File: config.mk
export PLATFORM = sky130hd
export DESIGN_NAME = sql_placeholder_rewriter_top
export DESIGN_NICKNAME = d
export VERILOG_FILES = /design/src/rtl/spr_pkg.sv /design/src/rtl/spr_front.sv /design/src/rtl/spr_queue.sv /design/src/rtl/spr_back.sv /design/src/rtl/sql_placeholder_rewriter_top.sv
export VERILOG_INCLUDE_DIRS = /design/src /design/src/rtl
export SDC_FILE = /design/constraint.sdc
export NUM_CORES = 1
export LEC_CHECK = 0
export ABC_AREA = 1
export BUFFER_PORTS_ARGS = -buffer_cell sky130_fd_sc_hd__buf_2
export CAP_MARGIN = 25
export CORE_MARGIN = 1
export CORE_UTILIZATION = 50
export CTS_CLUSTER_SIZE = 40
export DETAILED_ROUTE_END_ITERATION = 12
export PLACE_DENSITY_LB_ADDON = 0.12
export SYNTH_ARGS = -nofsm -noshare
export SYNTH_HDL_FRONTEND = slang
export SYNTH_SLANG_ARGS = --single-unit
File: constraint.sdc
create_clock -name clk -period 10.7 [get_ports clk]
set_clock_uncertainty 0.2 [all_clocks]
set_input_delay 1.605 -clock clk [delete_from_list [all_inputs] [get_ports clk]]
set_output_delay 1.605 -clock clk [all_outputs]
set_load 0.01 [all_outputs]
File: src/rtl/sql_placeholder_rewriter_top_defines.svh
// Assertion macros used by the checked top-level RTL file.
`ifndef SQL_PLACEHOLDER_REWRITER_TOP_DEFINES_SVH
`define SQL_PLACEHOLDER_REWRITER_TOP_DEFINES_SVH

// Same-cycle implication, sampled on clk, off during reset.
`define SPR_ASSERT_NOW(label, ante, cons) \
    label: assert property (@(posedge clk) disable iff (!rst_n) (ante) |-> (cons)) \
        else $error("spr check failed");

// Next-cycle implication, sampled on clk, off during reset.
`define SPR_ASSERT_NEXT(label, ante, cons) \
    label: assert property (@(posedge clk) disable iff (!rst_n) (ante) |=> (cons)) \
        else $error("spr check failed");

`endif

File: src/rtl/spr_pkg.sv
`timescale 1ns / 1ps
`default_nettype none
package spr_pkg;

    localparam int SPR_QUEUE_DEPTH = 4;
    localparam int IDX_W           = 3;

    localparam logic [7:0] CH_QUOTE  = 8'h27;
    localparam logic [7:0] CH_QMARK  = 8'h3F;
    localparam logic [7:0] CH_COLON  = 8'h3A;
    localparam logic [7:0] CH_DOLLAR = 8'h24;
    localparam logic [7:0] CH_AT     = 8'h40;
    localparam logic [7:0] CH_LPAREN = 8'h28;
    localparam logic [7:0] CH_RPAREN = 8'h29;
    localparam logic [7:0] CH_COMMA  = 8'h2C;
    localparam logic [7:0] CH_SEMI   = 8'h3B;
    localparam logic [7:0] CH_EQUAL  = 8'h3D;
    localparam logic [7:0] CH_ZERO   = 8'h30;

    typedef enum logic [1:0] {
        KIND_PASS,
        KIND_BIND,
        KIND_PLACE
    } spr_kind_t;

    typedef struct packed {
        logic [7:0] char_in;
        logic [7:0] next_char;
        logic       first_of_query;
    } spr_in_t;

    typedef struct packed {
        logic [7:0] out_byte;
        logic       last_of_run;
    } spr_out_t;

    typedef struct packed {
        spr_kind_t   kind;
        logic        close_bind;
        logic [7:0]  ch;
        logic [19:0] digits;
        logic [2:0]  ndigits;
    } spr_desc_t;

    function automatic logic is_space(input logic [7:0] c);
        return (c == 8'h20) || (c == 8'h09) || (c == 8'h0A) || (c == 8'h0B) ||
               (c == 8'h0C) || (c == 8'h0D);
    endfunction

    function automatic logic is_closer(input logic [7:0] c);
        return (c == CH_COMMA) || (c == CH_RPAREN) || (c == CH_SEMI) ||
               (c == CH_COLON) || (c == CH_EQUAL);
    endfunction

    // Five-digit BCD increment.
    function automatic logic [19:0] bcd_inc(input logic [19:0] v);
        logic [19:0] r;
        logic        carry;
        r     = v;
        carry = 1'b1;
        for (int i = 0; i < 5; i++) begin
            if (carry) begin
                if (r[i*4 +: 4] == 4'd9) begin
                    r[i*4 +: 4] = 4'd0;
                end else begin
                    r[i*4 +: 4] = r[i*4 +: 4] + 4'd1;
                    carry       = 1'b0;
                end
            end
        end
        return r;
    endfunction

    function automatic logic [2:0] bcd_ndigits(input logic [19:0] v);
        if (v[19:16] != 4'd0) return 3'd5;
        if (v[15:12] != 4'd0) return 3'd4;
        if (v[11:8] != 4'd0)  return 3'd3;
        if (v[7:4] != 4'd0)   return 3'd2;
        return 3'd1;
    endfunction

endpackage
`default_nettype wire

File: src/rtl/spr_front.sv
`timescale 1ns / 1ps
`default_nettype none
module spr_front (
    input  wire logic               clk,
    input  wire logic               rst_n,
    input  wire logic               in_valid,
    input  wire spr_pkg::spr_in_t   in_data,
    input  wire logic               q_full,
    output logic                    push,
    output spr_pkg::spr_desc_t      push_desc
);
    import spr_pkg::*;

    logic        in_quotes_reg, in_quotes_next;
    logic        in_bind_reg, in_bind_next;
    logic [15:0] count_reg, count_next;
    logic [19:0] bcd_reg, bcd_next;

    logic        iq0, ib0, iq1, close_b, opener, is_ph;
    logic [15:0] cnt0;
    logic [19:0] bcd0;
    logic [7:0]  c;

    assign push = in_valid && !q_full;
    assign c    = in_data.char_in;

    always_comb
    begin
        iq0  = in_data.first_of_query ? 1'b0  : in_quotes_reg;
        ib0  = in_data.first_of_query ? 1'b0  : in_bind_reg;
        cnt0 = in_data.first_of_query ? 16'd0 : count_reg;
        bcd0 = in_data.first_of_query ? 20'd0 : bcd_reg;

        iq1     = (c == CH_QUOTE) ? !iq0 : iq0;
        close_b = !iq1 && ib0 && (is_space(c) || is_closer(c));
        opener  = !iq1 && ((c == CH_QMARK) || (c == CH_COLON) || (c == CH_DOLLAR) ||
                           ((c == CH_AT) && (in_data.next_char != CH_AT)));
        is_ph   = opener && (c == CH_QMARK);

        in_bind_next = (close_b ? 1'b0 : ib0) || (opener && !is_ph);
        in_quotes_next = iq1;
        count_next = cnt0;
        bcd_next   = bcd0;
        if (is_ph) begin
            count_next = cnt0 + 16'd1;
            // Decimal image wraps together with the binary count.
            bcd_next   = (cnt0 == 16'hFFFF) ? 20'd0 : bcd_inc(bcd0);
        end

        push_desc.kind       = !opener ? KIND_PASS : (is_ph ? KIND_PLACE : KIND_BIND);
        push_desc.close_bind = close_b;
        push_desc.ch         = c;
        push_desc.digits     = bcd0;
        push_desc.ndigits    = bcd_ndigits(bcd0);
    end

    always_ff @(posedge clk or negedge rst_n)
    begin
        if (!rst_n)
        begin
            in_quotes_reg <= 1'b0;
            in_bind_reg   <= 1'b0;
            count_reg     <= 16'd0;
            bcd_reg       <= 20'd0;
        end
        else if (push)
        begin
            in_quotes_reg <= in_quotes_next;
            in_bind_reg   <= in_bind_next;
            count_reg     <= count_next;
            bcd_reg       <= bcd_next;
        end
    end

endmodule
`default_nettype wire

File: src/rtl/spr_queue.sv
`timescale 1ns / 1ps
`default_nettype none
module spr_queue #(
    parameter int Depth = spr_pkg::SPR_QUEUE_DEPTH
) (
    input  wire logic                clk,
    input  wire logic                rst_n,
    input  wire logic                push,
    input  wire spr_pkg::spr_desc_t  push_desc,
    input  wire logic                pop,
    output logic                     full,
    output logic                     empty,
    output spr_pkg::spr_desc_t       head
);
    import spr_pkg::*;

    localparam int PtrW = (Depth > 1) ? $clog2(Depth) : 1;
    localparam int CntW = $clog2(Depth + 1);
    localparam logic [PtrW-1:0] LastPtr = PtrW'(Depth - 1);

    spr_desc_t         slot_reg [Depth];
    logic [PtrW-1:0]   wr_ptr_reg, wr_ptr_next;
    logic [PtrW-1:0]   rd_ptr_reg, rd_ptr_next;
    logic [CntW-1:0]   count_reg, count_next;

    assign full  = (count_reg == CntW'(Depth));
    assign empty = (count_reg == '0);
    assign head  = slot_reg[rd_ptr_reg];

    always_comb
    begin
        wr_ptr_next = wr_ptr_reg;
        rd_ptr_next = rd_ptr_reg;
        if (push) wr_ptr_next = (wr_ptr_reg == LastPtr) ? '0 : wr_ptr_reg + 1'b1;
        if (pop)  rd_ptr_next = (rd_ptr_reg == LastPtr) ? '0 : rd_ptr_reg + 1'b1;
        count_next = count_reg + CntW'(push) - CntW'(pop);
    end

    always_ff @(posedge clk or negedge rst_n)
    begin
        if (!rst_n)
        begin
            wr_ptr_reg <= '0;
            rd_ptr_reg <= '0;
            count_reg  <= '0;
        end
        else
        begin
            wr_ptr_reg <= wr_ptr_next;
            rd_ptr_reg <= rd_ptr_next;
            count_reg  <= count_next;
        end
    end

    always_ff @(posedge clk)
    begin
        if (push) slot_reg[wr_ptr_reg] <= push_desc;
    end

endmodule
`default_nettype wire

File: src/rtl/spr_back.sv
`timescale 1ns / 1ps
`default_nettype none
module spr_back (
    input  wire logic                clk,
    input  wire logic                rst_n,
    input  wire spr_pkg::spr_desc_t  head,
    input  wire logic                empty,
    output logic                     pop,
    output logic                     out_valid,
    input  wire logic                out_stall,
    output spr_pkg::spr_out_t        out_data
);
    import spr_pkg::*;

    logic [IDX_W-1:0] idx_reg, idx_next;
    logic             out_valid_reg, out_valid_next;
    spr_out_t         out_data_reg;

    logic             load, last;
    logic [IDX_W-1:0] last_idx, j, k, di;
    logic [7:0]       cur_byte;
    logic [3:0]       digit;

    assign out_valid = out_valid_reg;
    assign out_data  = out_data_reg;

    always_comb
    begin
        j  = idx_reg - IDX_W'(head.close_bind);
        k  = j - IDX_W'(2);
        di = head.ndigits - IDX_W'(1) - k;

        unique case (di)
            3'd0:    digit = head.digits[3:0];
            3'd1:    digit = head.digits[7:4];
            3'd2:    digit = head.digits[11:8];
            3'd3:    digit = head.digits[15:12];
            3'd4:    digit = head.digits[19:16];
            default: digit = 4'd0;
        endcase

        unique case (head.kind)
            KIND_PASS:  last_idx = IDX_W'(head.close_bind);
            KIND_BIND:  last_idx = IDX_W'(head.close_bind) + IDX_W'(1);
            KIND_PLACE: last_idx = head.ndigits + IDX_W'(2);
            default:    last_idx = '0;
        endcase

        if (head.close_bind && (idx_reg == '0)) begin
            cur_byte = CH_RPAREN;
        end else begin
            unique case (head.kind)
                KIND_PASS:  cur_byte = head.ch;
                KIND_BIND:  cur_byte = (j == '0) ? CH_DOLLAR : CH_LPAREN;
                KIND_PLACE:
                begin
                    if (j == '0)           cur_byte = CH_DOLLAR;
                    else if (j == 3'd1)    cur_byte = CH_LPAREN;
                    else if (j == last_idx) cur_byte = CH_RPAREN;
                    else                   cur_byte = CH_ZERO + {4'd0, digit};
                end
                default:    cur_byte = head.ch;
            endcase
        end

        load = !empty && (!out_valid_reg || !out_stall);
        last = (idx_reg == last_idx);
        pop  = load && last;

        idx_next = idx_reg;
        if (load) idx_next = last ? '0 : idx_reg + IDX_W'(1);

        // Hold a stalled byte, drop it once taken unless another replaces it.
        out_valid_next = load ? 1'b1 : (out_valid_reg && out_stall);
    end

    always_ff @(posedge clk or negedge rst_n)
    begin
        if (!rst_n)
        begin
            idx_reg       <= '0;
            out_valid_reg <= 1'b0;
        end
        else
        begin
            idx_reg       <= idx_next;
            out_valid_reg <= out_valid_next;
        end
    end

    always_ff @(posedge clk)
    begin
        if (load)
        begin
            out_data_reg.out_byte    <= cur_byte;
            out_data_reg.last_of_run <= last;
        end
    end

endmodule
`default_nettype wire

File: src/rtl/sql_placeholder_rewriter_top.sv
// A request passes through its queue entry, then the output register, before the
// consumer can take its first output byte.
// Throughput: one output byte per cycle while text_stall is low; a request expands to
// 1 to 8 output bytes, sent through the single byte-wide output register.
// The request queue absorbs up to QueueDepth requests while long expansions drain.
// Reset (rst_n low, asynchronous) clears quote, bind and count state and empties
// the queue and output register.
`timescale 1ns / 1ps
`default_nettype none
`include "sql_placeholder_rewriter_top_defines.svh"
module sql_placeholder_rewriter_top #(
    parameter int QueueDepth = spr_pkg::SPR_QUEUE_DEPTH
) (
    input  wire logic               clk,
    input  wire logic               rst_n,
    input  wire logic               query_valid,
    output logic                    query_stall,
    input  wire spr_pkg::spr_in_t   query,
    output logic                    text_valid,
    input  wire logic               text_stall,
    output spr_pkg::spr_out_t       text
);
    import spr_pkg::*;

    logic      push, pop, q_full, q_empty;
    spr_desc_t push_desc, head;

    assign query_stall = q_full;

    spr_front u_front (
        .clk       (clk),
        .rst_n     (rst_n),
        .in_valid  (query_valid),
        .in_data   (query),
        .q_full    (q_full),
        .push      (push),
        .push_desc (push_desc)
    );

    spr_queue #(
        .Depth (QueueDepth)
    ) u_queue (
        .clk       (clk),
        .rst_n     (rst_n),
        .push      (push),
        .push_desc (push_desc),
        .pop       (pop),
        .full      (q_full),
        .empty     (q_empty),
        .head      (head)
    );

    spr_back u_back (
        .clk       (clk),
        .rst_n     (rst_n),
        .head      (head),
        .empty     (q_empty),
        .pop       (pop),
        .out_valid (text_valid),
        .out_stall (text_stall),
        .out_data  (text)
    );

    `SPR_ASSERT_NOW(a_pop_not_empty, pop, !q_empty)
    `SPR_ASSERT_NEXT(a_push_fills, push && q_empty && !pop, !q_empty)
    `SPR_ASSERT_NEXT(a_pop_marks_last, pop, text_valid && text.last_of_run)
    `SPR_ASSERT_NEXT(a_empty_idle_drops, !text_stall && q_empty, !text_valid || $past(push))

endmodule
`default_nettype wire
# After elaboration in Yosys (flattened, before gate mapping)
# Memories as Yosys holds them, arrays and structs flattened.
# Cells that the tools add are included.
# W data, S select, Z words.
word_totals:
  n_memories: 1
  out_inout_bits: 11
  word_cells: 168
  mem_bits_ro: 0
  ram_bits: 136
  regBits: 58
  latch_bits: 0
  in_bits: 21
memory_table:
  columns: ["memory", "words", "word_bits", "read_ports", "rd_clocked_by_memory_dff", "write_ports", "line_no", "rtl"]
  rows:
  - ["u_queue.slot_reg", 4, 34, 1, 0, 1, "spr_queue.sv:21", "spr_desc_t slot_reg [Depth];"]
op_classes:
  shifts: 0
  bitwise: 0
  n_mul: 0
  n_eq_ne: 34
  muxes: 62
  div_mod_pow: 0
  add_sub_neg: 18
  n_lt_le_gt_ge: 0
  n_reduce_logical: 42
op_table:
  columns: ["operator", "n"]
  rows:
  - ["$eq A8 B6 Y1 const B", 9]
  - ["$mux W20", 3]
  - ["$eq A8 B4 Y1 const B", 5]
  - ["$mux W4", 10]
  - ["$mux W16", 2]
  - ["$mux W1", 28]
  - ["$mux W3", 9]
  - ["$mux W8", 3]
  - ["$add A4 B1 Y4 const B", 5]
  - ["$eq A4 B4 Y1 const B", 5]
  - ["$pmux W4 S5", 1]
  - ["$add A16 B1 Y16 const B", 1]
  - ["$eq A16 B16 Y1 const B", 1]
  - ["$pmux W8 S2", 1]
  - ["$reduce_bool A4 Y1", 4]
  - ["$logic_or A1 B1 Y1", 15]
  - ["$logic_not A3 Y1", 4]
  - ["$logic_and A1 B1 Y1", 11]
  - ["$pmux W3 S3", 1]
  - ["$eq A8 B7 Y1 const B", 1]
  - ["$mux W2", 4]
  - ["$ne A8 B7 Y1 const B", 1]
  - ["$add A6 B4 Y7 const A", 1]
  - ["$logic_not A1 Y1", 7]
  - ["16 further kinds", 24]

# Depth between registers and ports, before layout
# Gate-level depths: netlist of run 1.
depth:
  ltp_word: 16
  mapped_depth: 26
  ltp_nobuf: 25

# Hierarchy
# Synthesis of run 1 repeated with hierarchy kept, for this count alone.
hier_totals:
  cells_unflattened: 1322
  area_unflattened_um2: 10976.8
modules_own_cells:
  columns: ["module", "instances", "cells_each", "area_per_inst_um2", "seq_area_each_um2"]
  rows:
  - ["spr_queue", 1, 583, 6128.4, 4259.1]
  - ["spr_front", 1, 560, 3560.9, 950.9]
  - ["spr_back", 1, 179, 1287.5, 370.4]

# Worst setup path before layout of run 1
# OpenSTA, ideal clock, no wires.
synth_path:
  path_type: "input -> register"
  startpoint: "in query_valid"
  endpoint: "mem u_queue.slot_reg[0][0] (netlist name) (enable)"
  t_required_ns: 10.075
  path_slack_ns: 6.716
  setup_time_ns: 0.425
  arrival_time_ns: 3.359
  cell_stages: 3
  n_path_buf: 1
  cell_sequence: "o21ai_2 -> clkbuf_1 -> nor2_1"
synth_via:
  elab_chain_cells: 3
synth_rtl:
  columns: ["element", "line_no", "rtl"]
  rows:
  - ["start: declaration", "sql_placeholder_rewriter_top.sv:16", "input wire logic query_valid,"]
  - ["$logic_and A1 B1 Y1", "spr_front.sv:24", "assign push = in_valid && !q_full;"]
  - ["$mux W1", "spr_queue.sv:57", "if (push) slot_reg[wr_ptr_reg] <= push_desc;"]
  - ["$mux W1 (implied by the code)", "spr_queue.sv:57", null]
  - ["end: declaration", "spr_queue.sv:21", null]
# No other way between the ends.

# Final worst setup path of run 1
layout_path:
  startpoint: "reg u_queue.rd_ptr_reg[0]"
  endpoint: "reg u_back.out_data_reg, in the netlist u_back.out_data[2], data pin"
layout_via:
  elab_chain_cells: 11
  elab_cells_between_ends: 26
  cone_classes: "7 x add/sub; 8 x eq/ne; 6 x mux; 4 x reduce/logical; 1 x memory"
layout_rtl:
  columns: ["element", "line_no", "rtl"]
  rows:
  - ["start: declaration", "spr_queue.sv:23", "logic [PtrW-1:0] rd_ptr_reg, rd_ptr_next;"]
  - ["start signal: assignment", "spr_queue.sv:50", "rd_ptr_reg <= rd_ptr_next;"]
  - ["$mem_v2 Z4 W34 (*)", null, null]
  - ["$sub A3 B1 Y3", "spr_back.sv:29", "j = idx_reg - IDX_W'(head.close_bind);"]
  - ["$sub A3 B2 Y3", "spr_back.sv:30", "k = j - IDX_W'(2);"]
  - ["$sub A3 B3 Y3", "spr_back.sv:31", "di = head.ndigits - IDX_W'(1) - k;"]
  - ["$eq A3 B3 Y1 (tied with other cells)", "spr_back.sv:33", "unique case (di)"]
  - ["$pmux W4 S5", "spr_back.sv:33", null]
  - ["$add A6 B4 Y7", "spr_back.sv:60", "else cur_byte = CH_ZERO + {4'd0, digit};"]
  - ["$mux W8", "spr_back.sv:59", "else if (j == last_idx) cur_byte = CH_RPAREN;"]
  - ["$mux W8", "spr_back.sv:58", "else if (j == 3'd1) cur_byte = CH_LPAREN;"]
  - ["$mux W8", "spr_back.sv:57", "if (j == '0) cur_byte = CH_DOLLAR;"]
  - ["$pmux W8 S2", "spr_back.sv:52", "unique case (head.kind)"]
  - ["end: declaration", "spr_back.sv:17", "spr_out_t out_data_reg;"]
# Every way passes the cells marked *; elsewhere a longest branch is shown, timed or not.
# A chain may end at the register's enable or synchronous reset.

==> results of run 1 <==
-- placed cells by master (no fill, tap or decap), drive strengths merged --
cell      count
nand2       222
nor2        146
edfxtp      145
inv         129
o21ai        91
nand3        65
dfrtp        49
buf          39
ha           33
o22ai        28
clkbuf       21
nand4        19
a21oi        19
xor2         17
nor3         16
xnor2         8
nor4          5
o211ai        4
a22oi         4
clkinv        4
o31ai         3
a221o         2
nand3b        2
a32oi         2
clkinvlp      2
bufinv        2
a21boi        2
or2           1
o221ai        1
o2111ai       1
and2          1
a31oi         1
fa            1
-- routing by layer --
metal  share of wire (%)  track usage [%]
met1                  48             31.5
met2                  48             37.8
met3                 3.6             4.03
met4                 1.2             6.16
met5                   0                0
-- cell type report --
cell class / count / share of cell area (%)
clock buffers: 21 / 4.00
inverters: 126 / 4.39
well taps: 265 / 3.01
flip-flops and latches: 194 / 50.6
repair buffers: 39 / 2.18
clock inverters: 11 / 1.17
multi-input cells: 694 / 34.6
-- worst paths after layout --
kind                                                   start                           endpoint  depth (start not counted)
max                        u_queue.rd_ptr_reg[0]$_DFFE_PN0P_   u_back.out_data[2]$_SDFFCE_PP0P_                         26
min                        u_front.count_reg[10]$_DFFE_PN0P_  u_front.count_reg[10]$_DFFE_PN0P_                          2
max reg2reg                u_queue.rd_ptr_reg[0]$_DFFE_PN0P_   u_back.out_data[2]$_SDFFCE_PP0P_                         26
min reg2reg                u_front.count_reg[10]$_DFFE_PN0P_  u_front.count_reg[10]$_DFFE_PN0P_                          2
max in group asynchronous                              rst_n  u_queue.rd_ptr_reg[0]$_DFFE_PN0P_                          2
min in group asynchronous                              rst_n    u_front.bcd_reg[13]$_DFFE_PN0P_                          2
-- kinds of logic (layout without fill, tap and decap cells) --
logic type	after synthesis	in the layout	synth area share [%]
AOI/OAI and AO/OA	158	158	9.01
adders and majority gates	34	34	4.32
and+or+nand+nor	477	477	22.1
buffers and inverters	158	197	6.64
xor gates and xnor gates	25	25	2.26
DFF	194	194	55.6
-- synth_stat cells (all sizes together) --
cell,instances
a21boi,2
a21oi,19
a221o,2
a22oi,4
a31oi,1
a32oi,2
and2,1
buf,24
clkbuf,8
clkinv,1
dfrtp,49
edfxtp,145
fa,1
ha,33
inv,125
nand2,222
nand3,65
nand3b,2
nand4,19
nor2,146
nor3,16
nor4,5
o2111ai,1
o211ai,4
o21ai,91
o221ai,1
o22ai,28
o31ai,3
or2,1
xnor2,8
xor2,17
-- worst max-delay path, delay by kind of cell (launching register included) --
family | cells | cell delay [ns]
simple gates | 15 | 1.35
flops | 1 | 0.34
fa+ha+maj | 4 | 0.96
buf+inv | 6 | 1.15
compound gates | 1 | 0.11
-- metrics by stage --
stage	total power, mW	utilization, %	instances	area (um^2)
after floorplan	2.02	-	1046	10000
after global placement	2.34	53.1	1316	10400
after global routing	3.19	56.3	1350	11000
after CTS	2.98	56.3	1350	11000
after detailed placement	2.35	53.3	1318	10500
final	2.96	56.3	1350	11000
-- where the power goes --
group,switching [mW],total [mW],internal (mW),leakage [nW]
clock,0.280,0.628,0.347,0.273
sequential,0.0465,1.04,0.997,2.00
combinational,0.889,1.29,0.401,2.20
total,1.22,2.96,1.74,4.47
==> key figures, run 1 <==
Status
  – Status: completed

STA
  – Final Cycle Share: 41.0%
  – Final worst path period need: 4.38 ns
  – Fin. Hold Viols: 0
  – Max-slew violation count: 0
  – Max_slew headroom: 44.7%
  – Slew of the pin with the lowest slew margin: 0.830 ns
  – Setup Viol. Count Final: 0
  – Hold slack: 0.300 ns
  – RSZ-0062 raised after global routing: false
  – Worst setup margin: 6.32 ns
  – Maximum clock rate: 228 MHz
  – Setup TNS Final: 0 ns

Clocking
  – CTS tree: done
  – CTS clk-pin slew, worst paths: 0.07 ns
  – Clock Path Buffers: 2
  – Clock sink total: 194
  – H-tree Lvls: 4
  – Post CTS Setup Buffer Count: 0
  – Hold_buf cts: 0
  – Clock Latency Late Sink: 0.43 ns
  – Root Buffer: clkbuf_16
  – Resize count post-CTS: 0
  – TritonCTS buffer count: 17

Synth
  – Yosys warning total: 0
  – Unique cell type count in the Yosys netlist: 53
  – Mapped Nets: 1101
  – Syn Std Cell Area: 0.0100 mm^2
  – Synthesized area per cell: 9.59 um^2
  – Sequential-to-total area share from yosys stat: 55.6%
  – Synth area leader: edfxtp_1
  – Synth Instances: 1046
  – Synth Register Bits: 194
  – Share of the synthesized area in the top cell type: 43.4%
  – Synth area leaders: edfxtp_1, dfrtp_1, nand2_1, nor2_1, inv_1

Layout
  – Share of cells above drive strength 1: 12.6%
  – Antenna diodes: 0
  – Register area: 0.00558 mm^2
  – Fillers: 1760
  – Area delta synth->final: 9.88%
  – Final nets: 1127
  – Largest register FFs: 136
  – Footprint of the multi-input gates: 0.00381 mm^2

Global route
  – Initial antenna violation count: 0
  – Largest net degree at the start of global routing: 75
  – GRT Total Usage: 23.0%
  – First-pass GRT wire length: 35.5 mm
  – Vias in the first global route: 6880
  – Grt ovf: 0

Worst setup path
  – CP max FO: 74
  – Critical Path Slowest Stage Cell: buf_4
  – Crit start category: flop
  – Crit Path Class: reg -> reg
  – CP Data Required Time: 10.69 ns
  – Cell mode on critical path: nand2_1
  – Critical Path AT: 4.37 ns
  – CP peak stage delay: 0.60 ns
  – R2r setup slk: 6.32 ns
  – Worst Setup End Kind: flop

Power
  – Leak: 4.47 nW
  – VDD IR max: 0.147 mV
  – Pwr Density: 269 mW/mm^2

Flow run
  – Max cap viols: 0

Drt
  – Final antenna-violating net count: 0
  – DRC: 0
  – First-pass DRT Iterations: 5
  – Via count: 7166
  – Drt wl/cell: 16.4 um
  – Vias/cell: 5.31
  – DRT iter0 DRCs: 489
  – Total Wirelength: 22.1 mm

Floorplan
  – Die width: 144 um
  – # rows: 51
  – I/O pin count: 32
  – Die footprint: 0.0206 mm^2
  – DIE HEIGHT: 144 um
  – Initial Util: 51.2%
  – Core area: 0.0196 mm^2

Place
  – IO buf count: 31
  – Post-detail-place hpwl: 14.6 mm
  – Placer Congestion: 0.828
  – Worst slack, placed: 6.32 ns

Hold path
  – Worst min-delay path class: reg -> reg
Power figures use the tool's default switching activity.
==> inputs of run 2 (changes only) <==
--- a/config.mk
+++ b/config.mk
@@ -6,7 +6,7 @@
 export SDC_FILE = /design/constraint.sdc
 export NUM_CORES = 1
 export LEC_CHECK = 0
-export ABC_AREA = 1
+export ABC_AREA = 0
 export BUFFER_PORTS_ARGS = -buffer_cell sky130_fd_sc_hd__buf_2
 export CAP_MARGIN = 25
 export CORE_MARGIN = 1
==> constraint.sdc (replaced) <==
create_clock -name clk -period 4.2 [get_ports clk]
set_clock_uncertainty 0.2 [all_clocks]
set_input_delay 0.63 -clock clk [delete_from_list [all_inputs] [get_ports clk]]
set_output_delay 0.63 -clock clk [all_outputs]
set_load 0.01 [all_outputs]
==> key figures, run 2 <==
Worst setup path
  – Critical Path Slowest Stage Cell: mux4_2 (was buf_4)
  – Worst Setup End Kind: flop (unchanged)
  – CP peak stage delay: 0.55 ns (was 0.60 ns)
  – Crit Path Class: reg -> reg (unchanged)
  – CP top delay family: multiplexers (was simple AND/OR/NAND/NOR gates)
  – Buf+Inv Stages, Crit Path: 3 (was 6)
  – CP Data Required Time: 4.19 ns (was 10.69 ns)
  – Critical Path AT: 3.93 ns (was 4.37 ns)
  – Cell mode on critical path: ha_1 (was nand2_1)
  – R2r setup slk: 0.26 ns (was 6.32 ns)
  – CP max FO: 5 (was 74)
  – Crit start category: flop (unchanged)
  – Cells along the critical path: mux4_2 -> ha_1 -> ha_1 -> inv_1 -> ha_1 -> inv_1 -> ha_1 -> buf_4 -> mux4_2 -> mux2i_1 -> nand2_1 -> o21ai_0 -> mux2i_1 -> nor4bb_1 -> o21a_1

Layout
  – Fillers: 1429 (was 1760)
  – Share of cells above drive strength 1: 18.5% (was 12.6%)
  – Largest register FFs: 136 (unchanged)
  – Register area: 0.00558 mm^2 (unchanged)
  – Antenna diodes: 0 (unchanged)
  – Most frequent cells in the layout: edfxtp_1, nand2_1, dfrtp_1, o21ai_0, inv_1 (was nand2_1, edfxtp_1, nor2_1, inv_1, o21ai_0)
  – Area delta synth->final: 11.3% (was 9.88%)
  – Final nets: 777 (was 1127)
  – Most common cell after layout, fill and taps aside: edfxtp_1 (was nand2_1)
  – Footprint of the multi-input gates: 0.00348 mm^2 (was 0.00381 mm^2)

Status
  – Violated checks: design-rule violations
  – Status: finished, violations left (was completed)

Clocking
  – Clock Latency Late Sink: 0.44 ns (was 0.43 ns)
  – H-tree Lvls: 4 (unchanged)
  – Post CTS Setup Buffer Count: 0 (unchanged)
  – TritonCTS buffer count: 17 (unchanged)
  – Hold_buf cts: 0 (unchanged)
  – CTS tree: done (unchanged)
  – CTS clk-pin slew, worst paths: 0.07 ns (about the same)
  – Clock sink total: 194 (unchanged)
  – Clock Path Buffers: 2 (unchanged)
  – Root Buffer: clkbuf_16 (unchanged)
  – Resize count post-CTS: 0 (unchanged)

Place
  – Post-detail-place hpwl: 13.1 mm (was 14.6 mm)
  – Placer Congestion: 0.819 (was 0.828)
  – IO buf count: 31 (unchanged)

Drt
  – Vias/cell: 5.85 (was 5.31)
  – Via count: 5644 (was 7166)
  – First-pass DRT Iterations: 8 (was 5)
  – Final antenna-violating net count: 0 (unchanged)
  – DRT iter0 DRCs: 288 (was 489)
  – Total Wirelength: 19.3 mm (was 22.1 mm)
  – DRC: 4 (was 0)
  – Drt wl/cell: 20.0 um (was 16.4 um)

Floorplan
  – Die width: 139 um (was 144 um)
  – I/O pin count: 32 (unchanged)
  – DIE HEIGHT: 139 um (was 144 um)
  – Die footprint: 0.0192 mm^2 (was 0.0206 mm^2)
  – Core area: 0.0181 mm^2 (was 0.0196 mm^2)
  – Initial Util: 51.5% (was 51.2%)
  – # rows: 49 (was 51)

Global route
  – Initial antenna violation count: 0 (unchanged)
  – Largest net degree at the start of global routing: 37 (was 75)
  – Grt ovf: 0 (unchanged)
  – Vias in the first global route: 5865 (was 6880)
  – First-pass GRT wire length: 31.5 mm (was 35.5 mm)
  – GRT Total Usage: 21.7% (was 23.0%)

STA
  – RSZ-0062 raised after global routing: false (unchanged)
  – Max-slew violation count: 0 (unchanged)
  – Setup Viol. Count Final: 0 (unchanged)
  – Setup TNS Final: 0 ns (unchanged)
  – Slew of the pin with the lowest slew margin: 0.728 ns (was 0.830 ns)
  – Maximum clock rate: 254 MHz (was 228 MHz)
  – Hold slack: 0.0167 ns (was 0.300 ns)
  – Final worst path period need: 3.94 ns (was 4.38 ns)
  – Final Cycle Share: 93.8% (was 41.0%)
  – Max_slew headroom: 51.2% (was 44.7%)
  – Fin. Hold Viols: 0 (unchanged)

Synth
  – Synth top cells by count: edfxtp_1, dfrtp_1, nand2_1, o21ai_0, inv_1 (was nand2_1, edfxtp_1, nor2_1, inv_1, o21ai_0)
  – Unique cell type count in the Yosys netlist: 69 (was 53)
  – Synth area leader: edfxtp_1 (unchanged)
  – Most numerous cell in the Yosys netlist: edfxtp_1 (was nand2_1)
  – Synth Register Bits: 194 (unchanged)
  – Synth Instances: 680 (was 1046)
  – Number of synthesized flops with an enable pin: 145 (unchanged)
  – Synthesized area per cell: 13.7 um^2 (was 9.59 um^2)
  – Top_reg_cell synth: edfxtp_1 (unchanged)
  – Share of the synthesized area in the top cell type: 46.7% (was 43.4%)
  – Syn Std Cell Area: 0.00932 mm^2 (was 0.0100 mm^2)
  – Ys async rst share: 25.3% (unchanged)
  – Synth area leaders: edfxtp_1, dfrtp_1, mux4_2, ha_1, o21ai_0 (was edfxtp_1, dfrtp_1, nand2_1, nor2_1, inv_1)
  – Yosys warning total: 0 (unchanged)
  – Sequential-to-total area share from yosys stat: 59.9% (was 55.6%)
  – Mapped Nets: 735 (was 1101)

Flow run
  – Max cap viols: 0 (unchanged)

Power
  – Leak: 3.86 nW (was 4.47 nW)
  – VDD IR max: 0.361 mV (was 0.147 mV)
  – Pwr Total: 7.51 mW (was 2.96 mW)
  – Pwr Density: 724 mW/mm^2 (was 269 mW/mm^2)

Hold path
  – Worst min-delay path class: in -> async (was reg -> reg)
## run 2: cell count changes after synthesis, sizes merged, moves of 15 or more
| cell | change |
|---|---|
| nor2 | -122 |
| nor2b | +15 |
| nand3 | -42 |
| mux4 | +35 |
| nand2b | +21 |
| nand2 | -174 |
| inv | -90 |
| o22ai | -25 |
| o21ai | -50 |
## run 2: through the flow
stage                     worst slack (ns)  instance area [um^2]  utilization, %  std cells
after floorplan                     0.0356                  9330               -        680
after global placement               0.321                  9780            54.1        932
after detailed placement             0.122                  9780            54.1        932
after CTS                            0.114                 10400            57.3        964
after global routing                0.0649                 10400            57.4        964
final                                0.261                 10400            57.4        964
## run 2: final cells by class
class                   instances  share of cell area (%)
multi-input cells             422                    33.6
repair buffers                 51                    2.94
clock buffers                  17                    4.10
well taps                     229                    2.76
flip-flops and latches        194                    53.8
inverters                      36                    1.30
clock inverters                15                    1.54
## run 2: metal layers
layer,wire [um],track usage [%],share of wire [%]
met2,9670,36.4,50
met4,391,7.21,2.0
met1,8650,28.3,45
met5,0,0,0
met3,550,4.40,2.9
## run 2: cell families after synthesis
| family | synth area share, % |
|---|---|
| buffers and inverters | 2.83 |
| adders and majority gates | 4.65 |
| and+or+nand+nor | 11.6 |
| AOI/OAI and AO/OA | 7.99 |
| xor gates and xnor gates | 2.63 |
| muxes | 10.4 |
| DFF | 59.9 |
## run 2: power by group
| part | internal [mW] | total (mW) | switching, mW |
|---|---|---|---|
| combinational | 1.51 | 3.28 | 1.77 |
| sequential | 2.53 | 2.65 | 0.122 |
| clock | 0.798 | 1.58 | 0.786 |
| total | 4.84 | 7.51 | 2.68 |
## run 2: worst paths after layout
kind	from	end	cells after the start
worst max-delay path	u_queue.rd_ptr_reg[0]$_DFFE_PN0P_	u_back.out_data[3]$_SDFFCE_PP0P_	15
worst min-delay path	rst_n	u_front.count_reg[5]$_DFFE_PN0P_	1
worst max register to register	u_queue.rd_ptr_reg[0]$_DFFE_PN0P_	u_back.out_data[3]$_SDFFCE_PP0P_	15
worst min register to register	u_front.in_quotes_reg$_DFFE_PN0P_	u_front.in_quotes_reg$_DFFE_PN0P_	2
max in group asynchronous	rst_n	u_front.in_bind_reg$_DFFE_PN0P_	2
min in group clk	text_stall	u_back.out_valid$_DFF_PN0_	3
